$ cat src/hdl/bed_pkg.sv
`timescale 1ns / 1ps
// Shared constants and types for the backslash escape decoder.
package bed_pkg;

    localparam int POS_BITS   = 32;
    localparam int Q_DEPTH    = 4;
    localparam int Q_PTR_BITS = $clog2(Q_DEPTH);
    localparam int Q_CNT_BITS = $clog2(Q_DEPTH + 1);

    typedef logic [POS_BITS-1:0] pos_t;

    localparam logic [1:0] MODE_STRICT  = 2'd0;
    localparam logic [1:0] MODE_REPLACE = 2'd1;
    localparam logic [1:0] MODE_IGNORE  = 2'd2;

    // Everything one source byte produces: up to two data bytes and an optional status.
    typedef struct packed {
        logic [1:0]  n_data;
        logic        has_status;
        logic [7:0]  data0;
        logic [7:0]  data1;
        logic        failed;
        logic        invalid;
        logic [31:0] inv_pos;
    } bundle_t;

endpackage

$ cat src/hdl/bed_front.sv
`timescale 1ns / 1ps
// Front end: escape parser that turns each accepted source byte into a result bundle.
module bed_front
(
    input  logic             clk,
    input  logic             rst_n,
    input  logic             accept,
    input  logic [7:0]       in_byte,
    input  logic             is_last,
    input  logic             cfg_write,
    input  logic [1:0]       cfg_data,
    output logic             enq,
    output bed_pkg::bundle_t bundle
);

    typedef enum logic [2:0] {
        P_NORMAL = 3'd0,
        P_ESC    = 3'd1,
        P_OCT1   = 3'd2,
        P_OCT2   = 3'd3,
        P_HEX0   = 3'd4,
        P_HEX1   = 3'd5,
        P_DEAD   = 3'd6
    } phase_t;

    localparam logic [7:0] CH_BSLASH = 8'h5C;
    localparam logic [7:0] CH_QMARK  = 8'h3F;

    phase_t          phase_reg, phase_next;
    logic [8:0]      pend_reg, pend_next;
    bed_pkg::pos_t   pos_reg, pos_next;
    logic            fail_reg, fail_next;
    logic            inv_reg, inv_next;
    bed_pkg::pos_t   off_reg, off_next;
    logic [1:0]      mode_reg, mode_next;

    logic            pre_v, plain_v, end_v;
    logic [7:0]      pre_b, plain_b, end_b;

    function automatic logic [4:0] hex_decode(input logic [7:0] c);
        logic [4:0] r;
        r = 5'd0;
        if (c >= 8'h30 && c <= 8'h39)
        begin
            r = {1'b1, 4'(c - 8'h30)};
        end
        else if (c >= 8'h61 && c <= 8'h66)
        begin
            r = {1'b1, 4'(c - 8'h57)};
        end
        else if (c >= 8'h41 && c <= 8'h46)
        begin
            r = {1'b1, 4'(c - 8'h37)};
        end
        return r;
    endfunction

    always_comb
    begin
        logic       do_plain;
        logic       bad;
        logic [4:0] hx;
        logic [8:0] v;
        bed_pkg::pos_t cur;
        phase_t     ph;

        do_plain   = 1'b0;
        bad        = 1'b0;
        hx         = hex_decode(in_byte);
        v          = {pend_reg[5:0], in_byte[2:0]};
        cur        = pos_reg;
        ph         = phase_reg;
        pend_next  = pend_reg;
        fail_next  = fail_reg;
        inv_next   = inv_reg;
        off_next   = off_reg;
        pre_v      = 1'b0;
        pre_b      = CH_BSLASH;
        plain_v    = 1'b0;
        plain_b    = in_byte;
        end_v      = 1'b0;
        end_b      = pend_reg[7:0];

        case (phase_reg)
            P_ESC:
            begin
                ph    = P_NORMAL;
                pre_v = 1'b1;
                case (in_byte)
                    8'h0A: pre_v = 1'b0;
                    8'h5C: pre_b = CH_BSLASH;
                    8'h27: pre_b = 8'h27;
                    8'h22: pre_b = 8'h22;
                    8'h62: pre_b = 8'd8;
                    8'h66: pre_b = 8'd12;
                    8'h74: pre_b = 8'd9;
                    8'h6E: pre_b = 8'd10;
                    8'h72: pre_b = 8'd13;
                    8'h76: pre_b = 8'd11;
                    8'h61: pre_b = 8'd7;
                    8'h78:
                    begin
                        pre_v = 1'b0;
                        ph    = P_HEX0;
                    end
                    default:
                    begin
                        if (in_byte >= 8'h30 && in_byte <= 8'h37)
                        begin
                            pre_v     = 1'b0;
                            pend_next = {6'd0, in_byte[2:0]};
                            ph        = P_OCT1;
                        end
                        else
                        begin
                            if (!inv_next)
                            begin
                                inv_next = 1'b1;
                                off_next = cur;
                            end
                            pre_b    = CH_BSLASH;
                            do_plain = 1'b1;
                        end
                    end
                endcase
            end
            P_OCT1, P_OCT2:
            begin
                if (in_byte >= 8'h30 && in_byte <= 8'h37)
                begin
                    if (phase_reg == P_OCT1)
                    begin
                        pend_next = v;
                        ph        = P_OCT2;
                    end
                    else
                    begin
                        if (v[8] && !inv_next)
                        begin
                            inv_next = 1'b1;
                            off_next = cur - bed_pkg::pos_t'(2);
                        end
                        pre_v     = 1'b1;
                        pre_b     = v[7:0];
                        pend_next = 9'd0;
                        ph        = P_NORMAL;
                    end
                end
                else
                begin
                    pre_v     = 1'b1;
                    pre_b     = pend_reg[7:0];
                    pend_next = 9'd0;
                    ph        = P_NORMAL;
                    do_plain  = 1'b1;
                end
            end
            P_HEX0, P_HEX1:
            begin
                if (hx[4] && phase_reg == P_HEX0)
                begin
                    pend_next = {5'd0, hx[3:0]};
                    ph        = P_HEX1;
                end
                else if (hx[4])
                begin
                    pre_v     = 1'b1;
                    pre_b     = {pend_reg[3:0], hx[3:0]};
                    pend_next = 9'd0;
                    ph        = P_NORMAL;
                end
                else
                begin
                    pend_next = 9'd0;
                    ph        = P_NORMAL;
                    bad       = 1'b1;
                end
            end
            P_DEAD:
            begin
                ph = P_DEAD;
            end
            default:
            begin
                ph       = P_NORMAL;
                do_plain = 1'b1;
            end
        endcase

        if (bad)
        begin
            if (mode_reg == bed_pkg::MODE_REPLACE)
            begin
                pre_v    = 1'b1;
                pre_b    = CH_QMARK;
                do_plain = 1'b1;
            end
            else if (mode_reg == bed_pkg::MODE_IGNORE)
            begin
                do_plain = 1'b1;
            end
            else
            begin
                fail_next = 1'b1;
                ph        = P_DEAD;
            end
        end

        if (do_plain)
        begin
            if (in_byte == CH_BSLASH)
            begin
                ph = P_ESC;
            end
            else
            begin
                plain_v = 1'b1;
            end
        end

        pos_next = cur + bed_pkg::pos_t'(1);

        if (is_last)
        begin
            case (ph)
                P_ESC:
                begin
                    fail_next = 1'b1;
                end
                P_OCT1, P_OCT2:
                begin
                    end_v = 1'b1;
                    end_b = pend_next[7:0];
                end
                P_HEX0, P_HEX1:
                begin
                    if (mode_reg == bed_pkg::MODE_REPLACE)
                    begin
                        end_v = 1'b1;
                        end_b = CH_QMARK;
                    end
                    else if (mode_reg != bed_pkg::MODE_IGNORE)
                    begin
                        fail_next = 1'b1;
                    end
                end
                default:
                begin
                end
            endcase
        end

        phase_next = ph;

        bundle.n_data     = 2'(pre_v) + 2'(plain_v) + 2'(end_v);
        bundle.has_status = is_last;
        bundle.data0      = pre_v ? pre_b : (plain_v ? plain_b : end_b);
        bundle.data1      = (pre_v && plain_v) ? plain_b : end_b;
        bundle.failed     = fail_next;
        bundle.invalid    = inv_next;
        bundle.inv_pos    = inv_next ? 32'(off_next) : 32'd0;
        enq               = accept && (pre_v || plain_v || end_v || is_last);

        if (is_last)
        begin
            phase_next = P_NORMAL;
            pend_next  = 9'd0;
            pos_next   = '0;
            fail_next  = 1'b0;
            inv_next   = 1'b0;
            off_next   = '0;
        end
    end

    always_comb
    begin
        mode_next = cfg_write ? cfg_data : mode_reg;
    end

    always_ff @(posedge clk or negedge rst_n)
    begin
        if (!rst_n)
        begin
            phase_reg <= P_NORMAL;
            pend_reg  <= 9'd0;
            pos_reg   <= '0;
            fail_reg  <= 1'b0;
            inv_reg   <= 1'b0;
            off_reg   <= '0;
            mode_reg  <= bed_pkg::MODE_STRICT;
        end
        else
        begin
            mode_reg <= mode_next;
            if (accept)
            begin
                phase_reg <= phase_next;
                pend_reg  <= pend_next;
                pos_reg   <= pos_next;
                fail_reg  <= fail_next;
                inv_reg   <= inv_next;
                off_reg   <= off_next;
            end
        end
    end

endmodule

$ cat src/hdl/bed_queue.sv
`timescale 1ns / 1ps
// Short bundle queue between the parser and the result serializer.
module bed_queue
(
    input  logic             clk,
    input  logic             rst_n,
    input  logic             wr_en,
    input  bed_pkg::bundle_t wr_data,
    input  logic             rd_en,
    output bed_pkg::bundle_t rd_data,
    output logic             full,
    output logic             empty
);

    bed_pkg::bundle_t                     mem [bed_pkg::Q_DEPTH];
    logic [bed_pkg::Q_PTR_BITS-1:0]       wr_ptr_reg, wr_ptr_next;
    logic [bed_pkg::Q_PTR_BITS-1:0]       rd_ptr_reg, rd_ptr_next;
    logic [bed_pkg::Q_CNT_BITS-1:0]       cnt_reg, cnt_next;
    logic                                 do_wr, do_rd;

    assign full    = (cnt_reg == bed_pkg::Q_CNT_BITS'(bed_pkg::Q_DEPTH));
    assign empty   = (cnt_reg == '0);
    assign do_wr   = wr_en && !full;
    assign do_rd   = rd_en && !empty;
    assign rd_data = mem[rd_ptr_reg];

    always_comb
    begin
        wr_ptr_next = do_wr ? wr_ptr_reg + bed_pkg::Q_PTR_BITS'(1) : wr_ptr_reg;
        rd_ptr_next = do_rd ? rd_ptr_reg + bed_pkg::Q_PTR_BITS'(1) : rd_ptr_reg;
        cnt_next    = cnt_reg + bed_pkg::Q_CNT_BITS'(do_wr) - bed_pkg::Q_CNT_BITS'(do_rd);
    end

    always_ff @(posedge clk)
    begin
        if (do_wr)
        begin
            mem[wr_ptr_reg] <= wr_data;
        end
    end

    always_ff @(posedge clk or negedge rst_n)
    begin
        if (!rst_n)
        begin
            wr_ptr_reg <= '0;
            rd_ptr_reg <= '0;
            cnt_reg    <= '0;
        end
        else
        begin
            wr_ptr_reg <= wr_ptr_next;
            rd_ptr_reg <= rd_ptr_next;
            cnt_reg    <= cnt_next;
        end
    end

endmodule

$ cat src/hdl/bed_back.sv
`timescale 1ns / 1ps
// Back end: hands out the results of the oldest bundle one transaction at a time.
module bed_back
(
    input  logic             clk,
    input  logic             rst_n,
    input  bed_pkg::bundle_t head,
    input  logic             q_empty,
    input  logic             pop,
    output logic             q_rd,
    output logic [7:0]       out_byte,
    output logic             byte_valid,
    output logic             end_of_run,
    output logic             failed,
    output logic             invalid_seen,
    output logic [31:0]      first_invalid_pos
);

    logic [1:0] idx_reg, idx_next;
    logic       is_data;
    logic       last_item;
    logic       take;

    assign is_data   = (idx_reg < head.n_data);
    assign last_item = ((idx_reg + 2'd1) == (head.n_data + 2'(head.has_status)));
    assign take      = pop && !q_empty;
    assign q_rd      = take && last_item;

    always_comb
    begin
        out_byte          = 8'd0;
        byte_valid        = 1'b0;
        end_of_run        = 1'b0;
        failed            = 1'b0;
        invalid_seen      = 1'b0;
        first_invalid_pos = 32'd0;
        if (is_data)
        begin
            out_byte   = (idx_reg == 2'd0) ? head.data0 : head.data1;
            byte_valid = 1'b1;
        end
        else
        begin
            end_of_run        = 1'b1;
            failed            = head.failed;
            invalid_seen      = head.invalid;
            first_invalid_pos = head.inv_pos;
        end

        idx_next = idx_reg;
        if (take)
        begin
            idx_next = last_item ? 2'd0 : idx_reg + 2'd1;
        end
    end

    always_ff @(posedge clk or negedge rst_n)
    begin
        if (!rst_n)
        begin
            idx_reg <= 2'd0;
        end
        else
        begin
            idx_reg <= idx_next;
        end
    end

endmodule

$ cat src/hdl/backslash_escape_decoder.sv
`timescale 1ns / 1ps
// Top level of the backslash escape decoder.
//
//   Channel   Handshake              Payload
//   source    push / full            in_byte, is_last
//   result    pop / empty            out_byte, byte_valid, end_of_run, failed,
//                                    invalid_seen, first_invalid_pos
//   config    cfg_valid / cfg_ready  cfg_data (error_mode)
//
// The parser takes one source byte per cycle and writes its results as one bundle
// into a four-entry queue; the serializer delivers one result transaction per cycle
// while popped and not empty. A source byte yields up to three results, so sustained
// input rate is bounded by how fast results are popped. Input stalls only while the
// queue is full. Reset is asynchronous; it clears the parser state, error_mode and the queue.
module backslash_escape_decoder
(
    input  logic        clk,
    input  logic        rst_n,
    input  logic [7:0]  in_byte,
    input  logic        is_last,
    input  logic        push,
    output logic        full,
    output logic [7:0]  out_byte,
    output logic        byte_valid,
    output logic        end_of_run,
    output logic        failed,
    output logic        invalid_seen,
    output logic [31:0] first_invalid_pos,
    output logic        empty,
    input  logic        pop,
    input  logic        cfg_valid,
    output logic        cfg_ready,
    input  logic [1:0]  cfg_data
);

    bed_pkg::bundle_t wr_bundle;
    bed_pkg::bundle_t head;
    logic             enq;
    logic             q_rd;
    logic             accept;

    assign cfg_ready = 1'b1;
    assign accept    = push && !full;

    bed_front u_front
    (
        .clk       (clk),
        .rst_n     (rst_n),
        .accept    (accept),
        .in_byte   (in_byte),
        .is_last   (is_last),
        .cfg_write (cfg_valid && cfg_ready),
        .cfg_data  (cfg_data),
        .enq       (enq),
        .bundle    (wr_bundle)
    );

    bed_queue u_queue
    (
        .clk     (clk),
        .rst_n   (rst_n),
        .wr_en   (enq),
        .wr_data (wr_bundle),
        .rd_en   (q_rd),
        .rd_data (head),
        .full    (full),
        .empty   (empty)
    );

    bed_back u_back
    (
        .clk               (clk),
        .rst_n             (rst_n),
        .head              (head),
        .q_empty           (empty),
        .pop               (pop),
        .q_rd              (q_rd),
        .out_byte          (out_byte),
        .byte_valid        (byte_valid),
        .end_of_run        (end_of_run),
        .failed            (failed),
        .invalid_seen      (invalid_seen),
        .first_invalid_pos (first_invalid_pos)
    );

endmodule
$ cat config.mk
export PLATFORM = sky130hd
export DESIGN_NAME = backslash_escape_decoder
export DESIGN_NICKNAME = d
export VERILOG_FILES = /design/src/hdl/bed_pkg.sv /design/src/hdl/bed_front.sv /design/src/hdl/bed_queue.sv /design/src/hdl/bed_back.sv /design/src/hdl/backslash_escape_decoder.sv
export SDC_FILE = /design/constraint.sdc
export NUM_CORES = 1
export LEC_CHECK = 0
export BUFFER_PORTS_ARGS = -buffer_cell sky130_fd_sc_hd__buf_4
export CAP_MARGIN = 10
export CORE_MARGIN = 5
export CORE_UTILIZATION = 25
export CTS_CLUSTER_DIAMETER = 80
export CTS_CLUSTER_SIZE = 14
export DETAILED_ROUTE_END_ITERATION = 8
export PLACE_DENSITY = 0.43
export SYNTH_ARGS = -nofsm -noshare
export SYNTH_HDL_FRONTEND = slang
export SYNTH_SLANG_ARGS = --single-unit
$ cat constraint.sdc
create_clock -name clk -period 7.5 [get_ports clk]
set_clock_uncertainty 0.2 [all_clocks]
set_input_delay 0.375 -clock clk [delete_from_list [all_inputs] [get_ports clk]]
set_output_delay 0.375 -clock clk [all_outputs]
set_load 0.005 [all_outputs]
==> flow_summary.ini, run 1 <==
[layout]
syn_to_final_growth_pct = 13.2
design_area_um2 = 17100
largest_reg_flops = 212
layout-drive-gt1-share = 0.154
fin_cells = 2097
layout.nets = 1331
nFillCells = 6222

[yosys]
ys_warn_count = 0
syn_nets = 1318
synth-seq-area-share = 0.567
synth_seq_cells = 300
yosysTopAreaCellShare = 0.421
async_flop_share = 0.293
syn_inst = 1283
synthTopCellsByArea = edfxtp_1 42%, dfrtp_1 15%, mux4_2 7.9%
ys_types = 87
synth_common_cells = 212 x edfxtp_1, 117 x nand2_1, 94 x nor2_1
synth-edff-count = 212
synth_area_per_cell_um2 = 11.8
yosys.area.top_type = edfxtp_1
post-synth-top-count-cell = edfxtp_1
synthesis.area_um2 = 15100
ys.flop_type = edfxtp_1

[critical_path]
timing.critical_path.buf_inv = 2
crit_family = simple AND/OR/NAND/NOR gates
crit_path_max_fanout = 34
path_class = flop to flop
crit_path_start_kind = flop
crit_chain = clkinv_1, nor3_1, nand2_1, nor4b_2, o2111ai_4, a31oi_4, and2_2, buf_4
critical_path.endpoint_type = flop
critPathLaunch = u_front.phase_reg[0]
critPathRequiredTime_ns = 7.51
slowest_delay_ns = 0.82
cp_slowest_cell = and2_2
worstPathArrival_ns = 5.19
r2r_start = u_front.phase_reg[0]

[global_route]
grt_usage = 0.120
grt_max_degree = 55
grt_pass1_wl_um = 63500
grt_pass1_vias = 10200
antenna_found_initial = 1
overflow = 0

[drt]
drc = 0
via_count = 10200
avgViaCountPerCell = 4.85
postRouteAntennaNets = 0
drt_first_iter_violations = 711
dr.pass1.iters = 6
avgRoutedWirePerCell_um = 19.5
wl_um = 40800

[worst_hold_path]
hold_class = input pin to flop
hold_start = pop

[clock_network]
cts.sinks = 300
cts_made_buffers = 25
root_buffer = clkbuf_16
postCtsSetupBuffers = 0
clkTransAtPathRegs_ns = 0.07
clock_path_buffers = 3
cts_tree = yes
htreeDepth = 1
clk_latency_ns = 0.55

[place]
dp_hpwl_um = 28000
routabilityCongestion = 0.842
dp_cells = 2046
port_buffers = 61
place_area_um2 = 16400

[timing]
rsz0062_at_grt = false
maxSlewHeadroom = 0.276
setup_viol = 0
period_share = 0.690
worst_pin_slew_ns = 1.09
hold_viol = 0
fmax_mhz = 193
tns_ns = 0
finalMaxSlewViolations = 0
min_period_ns = 5.18
holdWs_ns = 0.0252

[run_status]
status = finished, final reports clean

[floorplanning]
dieArea_um2 = 65500
die_width_um = 256
fp.coreArea_um2 = 60100
num_io_pins = 63
start_util = 0.251
rows = 90
die_h_um = 256

[pwr]
p_leak_nw = 5.97
max-vdd-ir-drop_mv = 0.136
powerDensity_nw_per_um2 = 307
power_mw = 5.26

[job]
cap_violations = 0
==> per-stage QoR <==
stage	setup slack, ns	util
after floorplan	3.37	-
after global placement	2.28	0.272
after detailed placement	2.26	0.272
after CTS	2.27	0.285
after global routing	1.97	0.285
final	2.32	0.285
==> cell usage in the layout, fill, tap and decap left out, types with 13 or more instances in the layout <==
cell type,n
clkbuf_1,18
o21ai_0,92
or3_1,14
ha_1,17
nor3_1,44
nor2_1,93
a21oi_1,78
and3_1,14
buf_4,81
dfrtp_1,86
inv_1,29
xnor2_1,21
and2_1,36
nand3_1,24
xor2_1,15
clkbuf_16,25
mux4_2,53
nand2_1,117
edfxtp_1,212
mux2i_1,13
==> tightest hold or removal path: cells and delay by family <==
kind	cells	cell delay [ns]
AOI/OAI and AO/OA	1	0.07
buffers and inverters	1	0.08
and+or+nand+nor	2	0.21
==> where the power goes <==
group | leakage (nW) | switching (mW) | internal [mW]
clock network | 0.338 | 0.589 | 0.628
registers | 3.17 | 0.172 | 2.10
logic | 2.46 | 0.933 | 0.839
total | 5.97 | 1.69 | 3.56
==> layer usage <==
metal,GRT usage,wire length (um),vias up
li1,-,-,4828
met1,0.170,19300,5106
met2,0.200,19300,198
met3,0.0157,1520,44
met4,0.0256,665,0
met5,0,0,-
==> logic make-up after synthesis <==
group           count (synthesis)  share of synthesized area
other cells                     1                   0.000248
xor+xnor                       36                     0.0209
mux                            74                     0.0935
fa+ha+maj                      19                     0.0167
simple gates                  425                      0.143
buf+inv                       132                     0.0348
compound gates                296                      0.124
flops                         300                      0.567
==> worst paths after layout <==
path	endpoint	slack [ns]	cells past startpoint
worst min-delay path	u_back.idx_reg[1]	0.03	4
min in group asynchronous	u_front.off_reg[28]	0.17	2
worst min register to register	u_front.off_reg[20]	0.30	2
max in group asynchronous	u_queue.rd_ptr_reg[0]	5.73	3
worst max register to register	u_queue.mem[3][26]	2.32	8
worst max-delay path	u_queue.mem[3][26]	2.32	8
==> final cells by class <==
class | count | area (um2) | share of cell area
flip-flops and latches | 300 | 8570 | 0.501
multi-input cells | 851 | 6070 | 0.355
well taps | 782 | 978 | 0.0572
clock buffers | 43 | 693 | 0.0405
repair buffers | 86 | 658 | 0.0384
inverters | 32 | 120 | 0.00702
clock inverters | 2 | 17.5 | 0.00102
diodes | 1 | 2.50 | 0.000146
==> timing repair <==
item | CTS | global route
endpoints found under the hold margin | 37 | 0
hold buffers | 5 | 0
resized for setup | 0 | 0
(Power assumes the default switching activity.)
==> run 2: changes to the inputs <==
ABC_AREA = 1   (was not set)
clock period = 5.2 ns   (was 7.5 ns; I/O delays follow)
==> flow_summary.ini, run 2 <==
[layout]
final_cell_mix = 508 x nand2_1, 293 x nor2_1, 212 x o21ai_0, 212 x edfxtp_1, 133 x nand3_1
fin_cells = 3030
layout.nets = 2168
nFillCells = 7194
antenna_cells = 0
largest_reg_flops = 212
syn_to_final_growth_pct = 14.6
mostFrequentLayoutCell = nand2_1
layout-drive-gt1-share = 0.0960

[pwr]
powerDensity_nw_per_um2 = 437
max-vdd-ir-drop_mv = 0.335
pwr-share-seq = 0.364
combPwrFrac = 0.377
p_leak_nw = 7.81
sw_frac_of_total = 0.378
power_frac_clock = 0.259
power.internal_mw = 5.32
power_switching_mw = 3.24

[timing]
fmax_mhz = 243
holdWs_ns = 0.0280
maxSlewHeadroom = 0.453
worst_pin_slew_ns = 0.820
fin_ws_ns = 1.09
setup_viol = 0
hold_viol = 0
finalMaxSlewViolations = 0
period_share = 0.791
min_period_ns = 4.11
rsz0062_at_grt = false
tns_ns = 0

[clock_network]
root_buffer = clkbuf_16
cts_tree = yes
clock_path_buffers = 3
postCtsSetupBuffers = 0
clkTransAtPathRegs_ns = 0.07
htreeDepth = 1
clk_latency_ns = 0.61
cts.sinks = 300
cts_made_buffers = 30

[yosys]
synth_common_cells = 508 x nand2_1, 299 x nor2_1, 212 x edfxtp_1, 212 x o21ai_0
synthXorXnorAreaFrac = 0.0164
yosys.area_share.adder = 0.0148
synthSimpleGateAreaFrac = 0.266
synth_seq_cells = 300
synthesis.area_um2 = 17100
synth_area_per_cell_um2 = 8.08
syn_nets = 2148
syn_inst = 2113
synthTopCellsByArea = edfxtp_1 37%, dfrtp_1 13%, nand2_1 11%
async_flop_share = 0.293
synthMuxAreaShare = 0.000586
ys_types = 54
synth_top_family_by_area = simple AND/OR/NAND/NOR gates
ys_warn_count = 0
post-synth-top-count-cell = nand2_1
synth-edff-count = 212
yosys.area.top_type = edfxtp_1
synth_compound_area_frac = 0.137
yosysTopAreaCellShare = 0.373
ys.flop_type = edfxtp_1
synth-seq-area-share = 0.502

[drt]
postRouteAntennaNets = 0
drt_first_iter_violations = 1150
drc = 0
via_count = 14600
wl_um = 57200
avgRoutedWirePerCell_um = 18.9
dr.pass1.iters = 5
avgViaCountPerCell = 4.81

[place]
place_ws_ns = 1.43
dp_cells = 2960
routabilityCongestion = 0.882
dp_hpwl_um = 38400
port_buffers = 61

[critical_path]
worstPathArrival_ns = 3.65
critical_path.endpoint_type = output port
reg2reg_slack_ns = 1.46
crit_path_start_kind = flop
critPathRequiredTime_ns = 4.74
r2r_end = u_queue.cnt_reg[2]
path_class = flop to output port
cpMostUsedCell = buf_4
crit_path_max_fanout = 38
r2r_cells = 14
cp_slowest_cell = dfrtp_4
crit_chain = inv_2, o21ai_0, o22a_1, ha_1, nand2_1, inv_1, nor2_4, buf_4, a21oi_1, buf_4
r2r_start = u_front.phase_reg[1]
slowest_delay_ns = 0.64

[floorplanning]
num_io_pins = 63
die_h_um = 271
start_util = 0.253
dieArea_um2 = 73600
fp.coreArea_um2 = 67500
die_width_um = 271
rows = 95

[worst_hold_path]
hold_class = input pin to flop
whs_endpoint = u_back.idx_reg[1]
hold_start = pop
hold_path_depth = 4

[global_route]
grt_pass1_vias = 14300
grt_pass1_wl_um = 88200
antenna_found_initial = 0
grt_usage = 0.151
overflow = 0
grt_max_degree = 71

[run_status]
status = finished, final reports clean

[job]
cap_violations = 0
==> run 2: cell types whose count changed in the layout (fill, tap and decap cells not counted), moves of 33 or more <==
cell / before / now
nand4_1: 8 / 45
nor2_1: 93 / 293
nand3_1: 24 / 133
mux4_2: 53 / 0
inv_1: 29 / 132
and2_1: 36 / 1
a21oi_1: 78 / 116
o21ai_1: 3 / 36
nand2_1: 117 / 508
o21ai_0: 92 / 212
==> run 2: kinds of logic (layout without fill, tap and decap cells) <==
logic type,after synthesis,count (layout)
compound gates,431,431
fa+ha+maj,19,19
simple gates,1062,1062
flops,300,300
xor+xnor,32,32
mux,1,1
other cells,1,1
buf+inv,267,311
==> run 2: timing repair <==
item / 4_1_cts / 5_1_grt
endpoints found under the hold margin: 88 / 0
hold buffers: 14 / 0
gates resized for setup: 0 / 0
==> run 2: per-layer routing <==
metal	up-vias	part of all wire	GRT usage	wire length (um)
met2	329	0.46	0.244	26200
met1	6995	0.48	0.220	27600
met3	58	0.043	0.0171	2440
met5	-	0	0	0
met4	0	0.018	0.0278	1010
li1	7196	-	-	-
==> run 2: stage by stage <==
stage	util	area, um2	total power, mW
floorplan	-	17100	4.99
global placement	0.273	18500	6.48
detailed placement	0.273	18500	6.47
CTS	0.290	19600	8.75
global route	0.290	19600	9.16
finish	0.290	19600	8.55
==> run 2: worst max path at each step <==
stage                               start                    to  slack (ns)  cells past startpoint
floorplan                      in_byte[0]     u_queue.mem[0][0]        0.56                     15
global placement    u_queue.rd_ptr_reg[0]    u_queue.cnt_reg[2]        1.46                     13
detailed placement  u_queue.rd_ptr_reg[0]    u_queue.cnt_reg[2]        1.43                     13
CTS                 u_queue.rd_ptr_reg[0]  first_invalid_pos[9]        0.89                     10
global route        u_queue.rd_ptr_reg[0]  first_invalid_pos[9]        0.68                     10
finish              u_queue.rd_ptr_reg[0]  first_invalid_pos[9]        1.09                     10
==> run 2: power groups by stage <==
stage                     combinational (mW)  clock (mW)  sequential, mW
after floorplan                         1.88           0            3.11
after global placement                  3.32           0            3.16
after detailed placement                3.31           0            3.16
after CTS                               3.34        2.30            3.11
after global routing                    3.64        2.38            3.14
final                                   3.23        2.22            3.11
==> run 2: worst max-delay path, delay by kind of cell, from the launching register on <==
| family | cells | cell delay, ns |
|---|---|---|
| AND/OR/NAND/NOR | 2 | 0.51 |
| adder cells (fa/ha/maj) | 1 | 0.28 |
| AO/OA/AOI/OAI | 3 | 0.53 |
| flip-flops | 1 | 0.64 |
| buffers and inverters | 4 | 1.07 |
==> run 2: cell type report <==
cell class	instances	area, um2	share of cell area
sequential	300	8570	0.438
timing repair buffer	104	866	0.0442
clock inverter	12	180	0.00920
clock buffer	44	803	0.0410
tap	873	1090	0.0558
inverter	151	579	0.0296
multi-input combinational	1546	7480	0.382
==> run 3: changes to the inputs <==
clock period = 3.9 ns   (was 5.2 ns; I/O delays follow)
==> flow_summary.ini, run 3 (synthesized netlist as in run 2, its figures left out) <==
[critical_path]
critical_path.endpoint_type = output port
path_class = flop to output port
worstPathArrival_ns = 3.24
critPathRequiredTime_ns = 3.50
r2r_cells = 12
crit_path_start_kind = flop
reg2reg_slack_ns = 0.67
r2r_start = u_front.phase_reg[1]
critPathLaunch = u_queue.rd_ptr_reg[1]
r2r_end = u_queue.mem[1][28]
crit_path_max_fanout = 27

[timing]
min_period_ns = 3.63
finalMaxSlewViolations = 0
period_share = 0.932
setup_viol = 0
rsz0062_at_grt = false
fin_ws_ns = 0.267
fmax_mhz = 275
holdWs_ns = 0.00492
worst_pin_slew_ns = 0.789
maxSlewHeadroom = 0.474
hold_viol = 0

[global_route]
grt_pass1_wl_um = 86000
overflow = 0
grt_max_degree = 70
grt_usage = 0.146
grt_pass1_vias = 14300
antenna_found_initial = 1

[drt]
wl_um = 55900
via_count = 14700
avgRoutedWirePerCell_um = 18.4
postRouteAntennaNets = 0
dr.pass1.iters = 5
drc = 0
avgViaCountPerCell = 4.86
drt_first_iter_violations = 1151

[layout]
layout-drive-gt1-share = 0.0980
nFillCells = 7172
syn_to_final_growth_pct = 14.6
mostFrequentLayoutCell = nand2_1
largest_reg_flops = 212
multi_input_area_um2 = 7480
fin_cells = 3037
utilization = 0.290
layout.area.seq_um2 = 8570
final_cell_mix = 508 x nand2_1, 293 x nor2_1, 212 x o21ai_0, 212 x edfxtp_1, 133 x nand3_1
design_area_um2 = 19600
layout.nets = 2176

[floorplanning]
rows = 95
num_io_pins = 63
die_width_um = 271
die_h_um = 271
fp.coreArea_um2 = 67500
start_util = 0.253
dieArea_um2 = 73600

[clock_network]
cts_tree = yes
cts.sinks = 300
cts_made_buffers = 28
root_buffer = clkbuf_16
clk_latency_ns = 0.58
clkTransAtPathRegs_ns = 0.07
htreeDepth = 1
clock_path_buffers = 3
cts_resized = 0

[pwr]
p_leak_nw = 7.82
powerDensity_nw_per_um2 = 569
max-vdd-ir-drop_mv = 0.370

[worst_hold_path]
hold_class = input pin to asynchronous set/reset pin

[place]
routabilityCongestion = 0.885
place_ws_ns = 0.450
dp_cells = 2970
place_area_um2 = 18600
dp_hpwl_um = 37000
port_buffers = 61

[run_status]
status = finished, final reports clean

[job]
cap_violations = 0
-- run 3: worst max-delay path by stage --
stage / end / slack [ns]
3_5_place_dp: u_queue.cnt_reg[2] / 0.45
5_1_grt: out_byte[3] / 0.09
2_1_floorplan: u_queue.mem[0][0] / -0.68
4_1_cts: out_byte[3] / 0.22
3_3_place_gp: u_queue.cnt_reg[2] / 0.54
6_report: out_byte[3] / 0.27
-- run 3: repair_timing --
| action | in CTS | in global routing |
|---|---|---|
| setup endpoints to repair | 0 | 0 |
| hold buffers | 14 | 0 |
| endpoints found under the hold margin | 122 | 0 |
| buffers inserted | 0 | 0 |
-- run 3: critical path, stage by stage, from the launching register on --
cell and delay (ns):
dfrtp_2 0.48, inv_2 0.10, buf_4 0.32, o21ai_0 0.15
o22a_1 0.22, ha_1 0.28, nand2_1 0.07, inv_1 0.06
nor2_4 0.31, inv_2 0.19, a211oi_1 0.31, buf_4 0.18
-- run 3: cell type report --
class	count	share of cell area
Tap cell	873	0.0558
Multi-Input combinational cell	1546	0.382
Antenna cell	1	0.000128
Timing Repair Buffer	114	0.0494
Clock inverter	7	0.00396
Clock buffer	45	0.0407
Sequential cell	300	0.438
Inverter	151	0.0296
-- run 3: where the power goes --
group / switching, mW / internal (mW) / leakage (nW) / total (mW)
registers: 0.157 / 3.95 / 3.18 / 4.11
clock network: 1.26 / 1.42 / 0.419 / 2.68
logic: 2.78 / 1.56 / 4.22 / 4.35
-- run 3: metal layers --
metal	routed length [um]	vias to the layer above	global-route usage
met5	0	-	0
met4	1230	0	0.0358
met3	2520	86	0.0182
met2	25700	364	0.238
met1	26400	7089	0.208
li1	-	7210	-
-- run 3: stage by stage --
stage	power (mW)	setup TNS [ns]
finish	11.1	0
global route	11.9	0
CTS	11.4	0
detailed placement	8.66	0
global placement	8.63	0
floorplan	6.65	-143.58
